## src/sv/b2da_pkg.sv

```systemverilog
`timescale 1ns / 1ps
// Shared types, constants and sizing function of the decimal ASCII converter.
// Depends on nothing; every other file but the assertion macro header imports it.
package b2da_pkg;

  // Default width of the binary input value.
  localparam int DEF_VALUE_WIDTH = 32;

  // Field widths of one result item.
  localparam int CHAR_W  = 6;
  localparam int COUNT_W = 4;
  localparam int DIGIT_W = 4;

  // ASCII code of the character '0'.
  localparam logic [CHAR_W-1:0] ASCII_ZERO = 6'd48;

  // Decimal digits needed for the largest value of a given bit width.
  // 1233 / 4096 approximates log10(2) closely enough up to 64 bits.
  function automatic int b2da_num_digits(input int width);
    return ((width * 1233) >> 12) + 1;
  endfunction

  // Commands from the controller to the datapath.
  typedef struct packed {
    logic load;    // capture a new value and clear the BCD digits
    logic shift;   // one adjust-and-shift step of the conversion
    logic count;   // find the leading digit and the digit count
    logic emit;    // place the next character in the output register
  } b2da_cmd_t;

  // Status from the datapath to the controller.
  typedef struct packed {
    logic last_digit;  // the digit pointer is at the least significant digit
    logic out_free;    // the output register can take a character this cycle
  } b2da_sts_t;

endpackage

```

## src/sv/b2da_if.sv

```systemverilog
`timescale 1ns / 1ps
// Valid/ready channel interfaces for the decimal ASCII converter.
// Depends on b2da_pkg for the result field widths.
interface b2da_in_if
  import b2da_pkg::*;
#(
  parameter int VALUE_WIDTH = DEF_VALUE_WIDTH
) ();
  logic                   valid;
  logic                   ready;
  logic [VALUE_WIDTH-1:0] value;

  modport source (output valid, output value, input ready);
  modport sink   (input valid, input value, output ready);
endinterface

interface b2da_out_if
  import b2da_pkg::*;
();
  logic               valid;
  logic               ready;
  logic [CHAR_W-1:0]  ascii_char;
  logic               last_char;
  logic [COUNT_W-1:0] digit_count;

  modport source (output valid, output ascii_char, output last_char,
                  output digit_count, input ready);
  modport sink   (input valid, input ascii_char, input last_char,
                  input digit_count, output ready);
endinterface

```

## src/sv/binary_to_decimal_ascii.sv

```systemverilog
`timescale 1ns / 1ps
// Top level of the unsigned binary to decimal ASCII converter.
// Depends on b2da_pkg, b2da_if, b2da_ctrl and b2da_dp.
//
// Each accepted value is turned into its decimal digits as ASCII characters,
// most significant first, with no leading zeros; zero gives a single '0'.
// Every character item carries a last flag on the final digit and the total
// digit count. One value is handled at a time: after acceptance the
// double-dabble register takes VALUE_WIDTH adjust-and-shift steps, a count
// step finds the leading digit, and then one character leaves per cycle while the
// sink is ready. The input is ready again as soon as the last character sits in
// the output register. Values wider than 49 bits can have more than fifteen
// digits, in which case digit_count wraps.
module binary_to_decimal_ascii
  import b2da_pkg::*;
#(
  parameter int VALUE_WIDTH = DEF_VALUE_WIDTH
) (
  input  logic       clk,
  input  logic       rst_n,
  b2da_in_if.sink    in_ch,
  b2da_out_if.source out_ch
);

  b2da_cmd_t cmd;
  b2da_sts_t sts;
  logic      in_ready;

  assign in_ch.ready = in_ready;

  // Sequencing of one value.
  b2da_ctrl #(
    .VALUE_WIDTH (VALUE_WIDTH)
  ) u_ctrl (
    .clk      (clk),
    .rst_n    (rst_n),
    .in_valid (in_ch.valid),
    .in_ready (in_ready),
    .sts      (sts),
    .cmd      (cmd)
  );

  // Conversion and character output.
  b2da_dp #(
    .VALUE_WIDTH (VALUE_WIDTH)
  ) u_dp (
    .clk      (clk),
    .rst_n    (rst_n),
    .cmd      (cmd),
    .sts      (sts),
    .in_value (in_ch.value),
    .out_ch   (out_ch)
  );

endmodule

```

## src/sv/b2da_ctrl.sv

```systemverilog
`timescale 1ns / 1ps
// Controller of the decimal ASCII converter: sequences load, conversion,
// digit count and character emission. Depends on b2da_pkg.
module b2da_ctrl
  import b2da_pkg::*;
#(
  parameter int VALUE_WIDTH = DEF_VALUE_WIDTH
) (
  input  logic      clk,
  input  logic      rst_n,
  input  logic      in_valid,
  output logic      in_ready,
  input  b2da_sts_t sts,
  output b2da_cmd_t cmd
);

  localparam int STEP_W = $clog2(VALUE_WIDTH);
  localparam logic [STEP_W-1:0] LAST_STEP = STEP_W'(VALUE_WIDTH - 1);

  localparam logic [1:0] ST_IDLE = 2'd0;
  localparam logic [1:0] ST_CONV = 2'd1;
  localparam logic [1:0] ST_CNT  = 2'd2;
  localparam logic [1:0] ST_EMIT = 2'd3;

  logic [1:0]        state_r, state_nxt;
  logic [STEP_W-1:0] step_r, step_nxt;

  // Next state, step counter and commands.
  always_comb begin
    state_nxt = state_r;
    step_nxt  = step_r;
    cmd       = '0;
    in_ready  = 1'b0;
    unique case (state_r)
      ST_IDLE: begin
        in_ready = 1'b1;
        if (in_valid) begin
          cmd.load  = 1'b1;
          step_nxt  = '0;
          state_nxt = ST_CONV;
        end
      end
      ST_CONV: begin
        cmd.shift = 1'b1;
        step_nxt  = step_r + 1'b1;
        if (step_r == LAST_STEP) begin
          state_nxt = ST_CNT;
        end
      end
      ST_CNT: begin
        cmd.count = 1'b1;
        state_nxt = ST_EMIT;
      end
      ST_EMIT: begin
        cmd.emit = sts.out_free;
        if (sts.out_free && sts.last_digit) begin
          state_nxt = ST_IDLE;
        end
      end
      default: begin
        state_nxt = ST_IDLE;
      end
    endcase
  end

  // State and counter registers.
  always_ff @(posedge clk) begin
    if (!rst_n) begin
      state_r <= ST_IDLE;
      step_r  <= '0;
    end else begin
      state_r <= state_nxt;
      step_r  <= step_nxt;
    end
  end

endmodule

```

## src/sv/b2da_dp.sv

```systemverilog
`timescale 1ns / 1ps
// Datapath of the decimal ASCII converter: double-dabble shift register,
// leading digit search, digit pointer and output register. Depends on b2da_pkg.
module b2da_dp
  import b2da_pkg::*;
#(
  parameter int VALUE_WIDTH = DEF_VALUE_WIDTH
) (
  input  logic                   clk,
  input  logic                   rst_n,
  input  b2da_cmd_t              cmd,
  output b2da_sts_t              sts,
  input  logic [VALUE_WIDTH-1:0] in_value,
  b2da_out_if.source             out_ch
);

  localparam int NUM_DIGITS = b2da_num_digits(VALUE_WIDTH);
  localparam int BCD_W      = DIGIT_W * NUM_DIGITS;
  localparam int IDX_W      = $clog2(NUM_DIGITS);
  localparam int CNT_W      = $clog2(NUM_DIGITS + 1);

  logic [VALUE_WIDTH-1:0] bin_r, bin_nxt;
  logic [BCD_W-1:0]       bcd_r, bcd_nxt;
  logic [BCD_W-1:0]       bcd_adj;
  logic [IDX_W-1:0]       idx_r, idx_nxt;
  logic [CNT_W-1:0]       cnt_r, cnt_nxt;
  logic [IDX_W-1:0]       top_idx;
  logic [DIGIT_W-1:0]     cur_digit;
  logic                   out_valid_r, out_valid_nxt;
  logic [CHAR_W-1:0]      char_r, char_nxt;
  logic                   last_r, last_nxt;
  logic [COUNT_W-1:0]     count_r, count_nxt;

  // Add three to every BCD digit of five or more ahead of the shift.
  always_comb begin
    for (int i = 0; i < NUM_DIGITS; i++) begin
      if (bcd_r[DIGIT_W*i +: DIGIT_W] >= DIGIT_W'(5)) begin
        bcd_adj[DIGIT_W*i +: DIGIT_W] = bcd_r[DIGIT_W*i +: DIGIT_W] + DIGIT_W'(3);
      end else begin
        bcd_adj[DIGIT_W*i +: DIGIT_W] = bcd_r[DIGIT_W*i +: DIGIT_W];
      end
    end
  end

  // Position of the most significant nonzero digit; zero when all are zero.
  always_comb begin
    top_idx = '0;
    for (int i = 1; i < NUM_DIGITS; i++) begin
      if (bcd_r[DIGIT_W*i +: DIGIT_W] != '0) begin
        top_idx = IDX_W'(i);
      end
    end
  end

  assign cur_digit = bcd_r[DIGIT_W*idx_r +: DIGIT_W];

  // Conversion registers and digit pointer.
  always_comb begin
    bin_nxt = bin_r;
    bcd_nxt = bcd_r;
    idx_nxt = idx_r;
    cnt_nxt = cnt_r;
    if (cmd.load) begin
      bin_nxt = in_value;
      bcd_nxt = '0;
    end else if (cmd.shift) begin
      bcd_nxt = {bcd_adj[BCD_W-2:0], bin_r[VALUE_WIDTH-1]};
      bin_nxt = {bin_r[VALUE_WIDTH-2:0], 1'b0};
    end else if (cmd.count) begin
      idx_nxt = top_idx;
      cnt_nxt = CNT_W'(top_idx) + CNT_W'(1);
    end else if (cmd.emit && idx_r != '0) begin
      idx_nxt = idx_r - 1'b1;
    end
  end

  // Output register: loaded on emit, emptied when the sink takes the item.
  always_comb begin
    out_valid_nxt = out_valid_r;
    char_nxt      = char_r;
    last_nxt      = last_r;
    count_nxt     = count_r;
    if (cmd.emit) begin
      out_valid_nxt = 1'b1;
      char_nxt      = ASCII_ZERO + CHAR_W'(cur_digit);
      last_nxt      = (idx_r == '0);
      count_nxt     = COUNT_W'(cnt_r);
    end else if (out_ch.ready) begin
      out_valid_nxt = 1'b0;
    end
  end

  // Payload registers.
  always_ff @(posedge clk) begin
    bin_r   <= bin_nxt;
    bcd_r   <= bcd_nxt;
    idx_r   <= idx_nxt;
    cnt_r   <= cnt_nxt;
    char_r  <= char_nxt;
    last_r  <= last_nxt;
    count_r <= count_nxt;
  end

  // Output valid flag.
  always_ff @(posedge clk) begin
    if (!rst_n) begin
      out_valid_r <= 1'b0;
    end else begin
      out_valid_r <= out_valid_nxt;
    end
  end

  assign sts.last_digit = (idx_r == '0);
  assign sts.out_free   = !out_valid_r || out_ch.ready;

  assign out_ch.valid       = out_valid_r;
  assign out_ch.ascii_char  = char_r;
  assign out_ch.last_char   = last_r;
  assign out_ch.digit_count = count_r;

endmodule

```

## src/flat_wrapper.sv

```systemverilog
// flat-port wrapper written by rule: the top's interface ports become plain ports
module binary_to_decimal_ascii_flat import b2da_pkg::*;
#(
  parameter int VALUE_WIDTH = DEF_VALUE_WIDTH
)
  (clk, rst_n, in_ch_valid, in_ch_value, in_ch_ready, out_ch_valid, out_ch_ascii_char, out_ch_last_char, out_ch_digit_count, out_ch_ready);
  b2da_in_if #(.VALUE_WIDTH(VALUE_WIDTH)) in_ch_i ();
  b2da_out_if out_ch_i ();
  input  logic clk;
  input  logic rst_n;
  input wire logic [$bits(in_ch_i.valid)-1:0] in_ch_valid;
  input wire logic [$bits(in_ch_i.value)-1:0] in_ch_value;
  output wire logic [$bits(in_ch_i.ready)-1:0] in_ch_ready;
  output wire logic [$bits(out_ch_i.valid)-1:0] out_ch_valid;
  output wire logic [$bits(out_ch_i.ascii_char)-1:0] out_ch_ascii_char;
  output wire logic [$bits(out_ch_i.last_char)-1:0] out_ch_last_char;
  output wire logic [$bits(out_ch_i.digit_count)-1:0] out_ch_digit_count;
  input wire logic [$bits(out_ch_i.ready)-1:0] out_ch_ready;
  assign in_ch_i.valid = in_ch_valid;
  assign in_ch_i.value = in_ch_value;
  assign in_ch_ready = in_ch_i.ready;
  assign out_ch_valid = out_ch_i.valid;
  assign out_ch_ascii_char = out_ch_i.ascii_char;
  assign out_ch_last_char = out_ch_i.last_char;
  assign out_ch_digit_count = out_ch_i.digit_count;
  assign out_ch_i.ready = out_ch_ready;
  binary_to_decimal_ascii #(.VALUE_WIDTH(VALUE_WIDTH)) u_core (.clk(clk), .rst_n(rst_n), .in_ch(in_ch_i), .out_ch(out_ch_i));
endmodule
```

## config.mk

```make
export PLATFORM = sky130hd
export DESIGN_NAME = binary_to_decimal_ascii_flat
export DESIGN_NICKNAME = d
export VERILOG_FILES = /design/src/sv/b2da_pkg.sv /design/src/sv/b2da_if.sv /design/src/sv/binary_to_decimal_ascii.sv /design/src/sv/b2da_ctrl.sv /design/src/sv/b2da_dp.sv /design/src/flat_wrapper.sv
export SDC_FILE = /design/constraint.sdc
export NUM_CORES = 1
export LEC_CHECK = 0
export BUFFER_PORTS_ARGS = -buffer_cell sky130_fd_sc_hd__buf_2
export CORE_MARGIN = 2
export CORE_UTILIZATION = 59
export CTS_CLUSTER_DIAMETER = 80
export DETAILED_ROUTE_END_ITERATION = 16
export PLACE_DENSITY = 0.76
export SETUP_SLACK_MARGIN = 0.2
export SKIP_LAST_GASP = 1
export SYNTH_ARGS = -nofsm -noshare
export SYNTH_HDL_FRONTEND = slang
export SYNTH_HIERARCHICAL = 1
export SYNTH_SLANG_ARGS = --single-unit
```

## constraint.sdc

```tcl
create_clock -name clk -period 3 [get_ports clk]
set_input_delay 0.6 -clock clk [delete_from_list [all_inputs] [get_ports clk]]
set_output_delay 0.6 -clock clk [all_outputs]
set_load 0.005 [all_outputs]
```

### Word-level counts from Yosys, hierarchy flattened

Index checks and enable logic that the tools add are counted.
Widths: inputs -> output; s select.

| storage, ports and cells | value |
|---|---|
| register bits | 99 |
| input port bits | 36 |
| output and inout port bits | 13 |
| word-level logic and storage cells | 105 |

| operators by class | value |
|---|---|
| $add $sub $neg | 14 |
| $lt $le $gt $ge | 10 |
| eq/ne operators | 7 |
| shift operators | 1 |
| mux-type cells | 37 |
| bitwise gates (word level) | 2 |
| reductions and logical operators | 24 |

Operators by type and width:

| cell | count |
|---|---|
| $mux 4 | 19 |
| $mux 32 | 2 |
| $ge 4x3->1 const B | 10 |
| $reduce_bool 4->1 | 10 |
| $shiftx 40x7->4 | 1 |
| $add 4x2->4 const B | 9 |
| $pmux 5 s2 | 1 |
| $mux 1 | 9 |
| $reduce_and 3->1 | 3 |
| $pmux 2 s4 | 1 |
| $reduce_bool 2->1 | 4 |
| $add 5x5->6 const A | 1 |
| $mux 2 | 3 |
| $ne 2x2->1 const B | 3 |
| $add 5x1->5 const B | 1 |
| $eq 5x5->1 const B | 1 |
| $mux 5 | 1 |
| $add 4x1->4 const B | 1 |
| $eq 2x2->1 const B | 2 |
| $logic_not 4->1 | 1 |
| $sub 4x1->4 const B | 1 |
| $add 3x2->3 const B | 1 |
| $mux 3 | 1 |
| $eq 2x1->1 const B | 1 |
| other kinds (6) | 8 |

### Logic depth before layout (Yosys ltp)

| logic depth | value |
|---|---|
| word-level depth | 11 |
| gate-level depth with buffers | 8 |

### By module

Netlist, hierarchy kept.

Modules (own cells, without submodules):

| module | instances | cells an instance | area each (um^2) | seq. area each (um^2) |
|---|---|---|---|---|
| b2da_dp | 1 | 443 | 4830.9 | 2292.2 |
| b2da_ctrl | 1 | 47 | 422.9 | 140.1 |

### Worst setup path after synthesis

Ideal clock, no wire load.

| path | value |
|---|---|
| kind | register -> register |
| start | register u_core.u_ctrl.state_r[1] |
| end | register u_core.u_dp.idx_r[0] (enable) |
| library setup time | 0.330 ns |
| data arrival time | 1.811 ns |
| slack | 0.859 ns |
| stages on the path, launching flop included | 7 |
| period minus slack after synthesis | 2.141 ns |
| path through | dfxtp_1 -> inv_1 -> ha_1 -> clkbuf_1 -> clkbuf_1 -> or2_2 -> nor2_1 |

RTL lines:

| what | RTL line | source |
|---|---|---|
| start: declaration | b2da_ctrl.sv:25 | `logic [1:0] state_r, state_nxt;` |
| start signal: assignment | b2da_ctrl.sv:72 | `state_r <= state_nxt;` |
| end signal: assignment | b2da_dp.sv:97 | `idx_r <= idx_nxt;` |
| end: declaration | b2da_dp.sv:25 | `logic [IDX_W-1:0] idx_r, idx_nxt;` |

==> flow_summary.json <==
{
  "setup_viol": 0,
  "syn_to_final_growth_pct": 9.12,
  "critPathCaptureType": "flop",
  "overflow": 0,
  "cp.buffers_inverters": 1,
  "fin_cells": 640,
  "fmax_mhz": 447,
  "holdBufCountCts": 0,
  "grt_pass1_wl_um": 16100,
  "crit_type": "reg -> reg",
  "viasPerCell": 5.63,
  "drt_iter0_drc": 153,
  "drive_gt1_share_pct": 21.6,
  "synth_top_cell_by_area": "edfxtp_1",
  "cts_tree": "done",
  "holdWs_ns": 0.425,
  "cp_cell_sequence": "inv_1, ha_1, and2_2, or2_2, nor2_1",
  "tns_ns": 0,
  "netlist.area_leader.share_pct": 28.0,
  "drc": 0,
  "num_vias": 3606,
  "async_reset_ff_share_pct": 0,
  "antenna_found_initial": 0,
  "clk_pin_slew_ns": 0.09,
  "vdd_ir_drop_max_v": 0.000506,
  "track_usage_pct": 20.5,
  "die_area_um2": 9680,
  "ys_seq_elements": 97,
  "tightest_slew_ns": 0.817,
  "io_buffers": 46,
  "finalCritPeriodShare_pct": 74.6,
  "synth_edf_count": 49,
  "max_stage_delay_ns": 0.58,
  "slew_viol_final": 0,
  "clock-sinks": 97,
  "p_int_mw": 2.60,
  "multiInputGateArea_um2": 2620,
  "cts_setup_buffers": 0,
  "seqPwrFrac_pct": 51.9,
  "cap_violations": 0,
  "switching_share_pct": 31.3,
  "clkPwrFrac_pct": 21.0,
  "ff_latch_area_um2": 2430,
  "cts.path.max_buffers": 2,
  "rows": 34,
  "hpwl_um": 6540,
  "synthCells": 490,
  "fin_worst_skew_ns": 0.0177,
  "antenna_left": 0,
  "synth_ff_type": "edfxtp_1",
  "gp_congestion": 0.837,
  "synth-seq-area-share_pct": 46.3,
  "postLayoutCoreUtil_pct": 66.1,
  "leakage_nw": 2.18,
  "combinationalPowerShare_pct": 27.2,
  "wirelength_um": 9290,
  "critPathSlowestCell": "or2_2",
  "hold_violations": 0,
  "min_period_ns": 2.24,
  "cts_max_level": 3,
  "cp.arrival_ns": 2.27,
  "core_area_um2": 8680,
  "power.density_nw_per_um2": 660,
  "start_util_pct": 60.5,
  "grt_pass1_vias": 3515,
  "synth_area_leaders": "edfxtp_1, dfxtp_1, ha_1, mux2_2, mux2i_1",
  "cts_buffers": 9,
  "avgSynthCellArea_um2": 10.7,
  "hold_path.class": "reg -> reg",
  "synth_cell_types": 45,
  "die_w_um": 98.4,
  "start_kind": "flop",
  "critical_path.top_delay_family": "simple AND/OR/NAND/NOR gates",
  "insertion_delay_ns": 0.37,
  "cts-root-buf": "clkbuf_8",
  "rsz0062_at_grt": "no",
  "dr.pass1.iters": 4,
  "dp.cells": 624,
  "run_status": "finished clean",
  "power_switching_mw": 1.18,
  "relSlewSlack_pct": 45.5,
  "fill_cells": 694,
  "path_max_fanout": 34,
  "wire_per_inst_um": 14.5,
  "ios": 49,
  "num_antenna_cells": 0,
  "grt_max_degree": 75,
  "dp_slack_ns": 0.763,
  "fin_ws_ns": 0.763,
  "required_ns": 3.03,
  "nets": 592,
  "cts_resized": 0,
  "yosys_warnings": 6,
  "netlist_area_um2": 5250,
  "die_h_um": 98.4
}
## flip-flops by register name (all words and copies together), names as in the netlist
| name | cells |
|---|---|
| u_core/u_dp/cnt_r | 4 |
| u_core/u_dp/bcd_r | 40 |
| u_core/u_dp/out_ch.ascii_char | 4 |
| u_core/u_dp/out_ch.last_char | 1 |
| u_core/u_dp/out_ch.valid | 1 |
| u_core/u_dp/idx_r | 4 |
| u_core/u_ctrl/step_r | 5 |
| u_core/u_dp/out_ch.digit_count | 4 |
| u_core/u_dp/bin_r | 32 |
| u_core/u_ctrl/state_r | 2 |
## power groups by stage
| stage | sequential [mW] | combinational [mW] | clock [mW] |
|---|---|---|---|
| after floorplan | 1.91 | 0.873 | 0 |
| after global placement | 1.98 | 0.993 | 0 |
| after CTS | 1.97 | 1.04 | 0.822 |
| after global routing | 2.00 | 1.14 | 0.867 |
| after detailed placement | 1.99 | 1.04 | 0 |
| final | 1.96 | 1.03 | 0.793 |
## through the flow
step	total power, mW	cell area (um2)
final	3.78	5730
after global routing	4.01	5730
after CTS	3.82	5730
after floorplan	2.78	5260
after detailed placement	3.02	5550
after global placement	2.97	5550
## path summary, 6_finish.rpt
check | cells after the start | to | startpoint | slack, ns
max | 5 | u_core/u_dp/idx_r[2] | u_core/u_ctrl/state_r[0] | 0.76
min | 0 | u_core/u_dp/out_ch.digit_count[2] | u_core/u_dp/cnt_r[2] | 0.42
max reg2reg | 5 | u_core/u_dp/idx_r[2] | u_core/u_ctrl/state_r[0] | 0.76
min reg2reg | 0 | u_core/u_dp/out_ch.digit_count[2] | u_core/u_dp/cnt_r[2] | 0.42
## cells by family after synthesis
kind of cell | synth area share [%]
and+or+nand+nor | 13.5
buffers and inverters | 3.95
xor gates and xnor gates | 3.50
DFF | 46.3
AOI/OAI and AO/OA | 10.7
other | 0.0714
muxes | 15.0
adders and majority gates | 6.91
## cells in the mapped netlist (6+ instances only)
master and instances:
a21o_1 9, a21oi_1 33, clkbuf_1 14, dfxtp_1 48, edfxtp_1 49, ha_1 29
inv_1 27, mux2_2 31, mux2i_1 26, mux4_2 8, nand2_1 28, nand2b_1 29
nand3_1 23, nand3b_1 6, nor2_1 24, o211ai_1 10, o21ai_0 28, xnor2_1 20
## layout by cell type (no fill, tap or decap), drive strengths merged, types with 6 or more instances in the layout
cell and instances:
edfxtp 49, buf 49, dfxtp 48, a21oi 33, mux2 31, inv 31
nand2b 29, ha 29, nand2 28, o21ai 28, mux2i 26, nor2 24
nand3 23, xnor2 20, o211ai 10, clkbuf 9, a21o 9, mux4 8
nand3b 6, nor3b 6
## routing by layer
layer	vias up	GRT usage [%]	share of wire [%]
li1	1812	-	-
met1	1715	27.5	46
met2	64	33.0	47
met3	15	5.01	4.5
met4	0	6.43	1.6
met5	-	0	0
## layout make-up
class	instances	share of cell area [%]
clock buffers	9	2.16
flip-flops and latches	97	42.4
multi-input cells	342	45.7
well taps	108	2.36
clock inverters	7	1.09
repair buffers	49	4.41
inverters	28	1.83
Power figures use the tool's default switching activity.
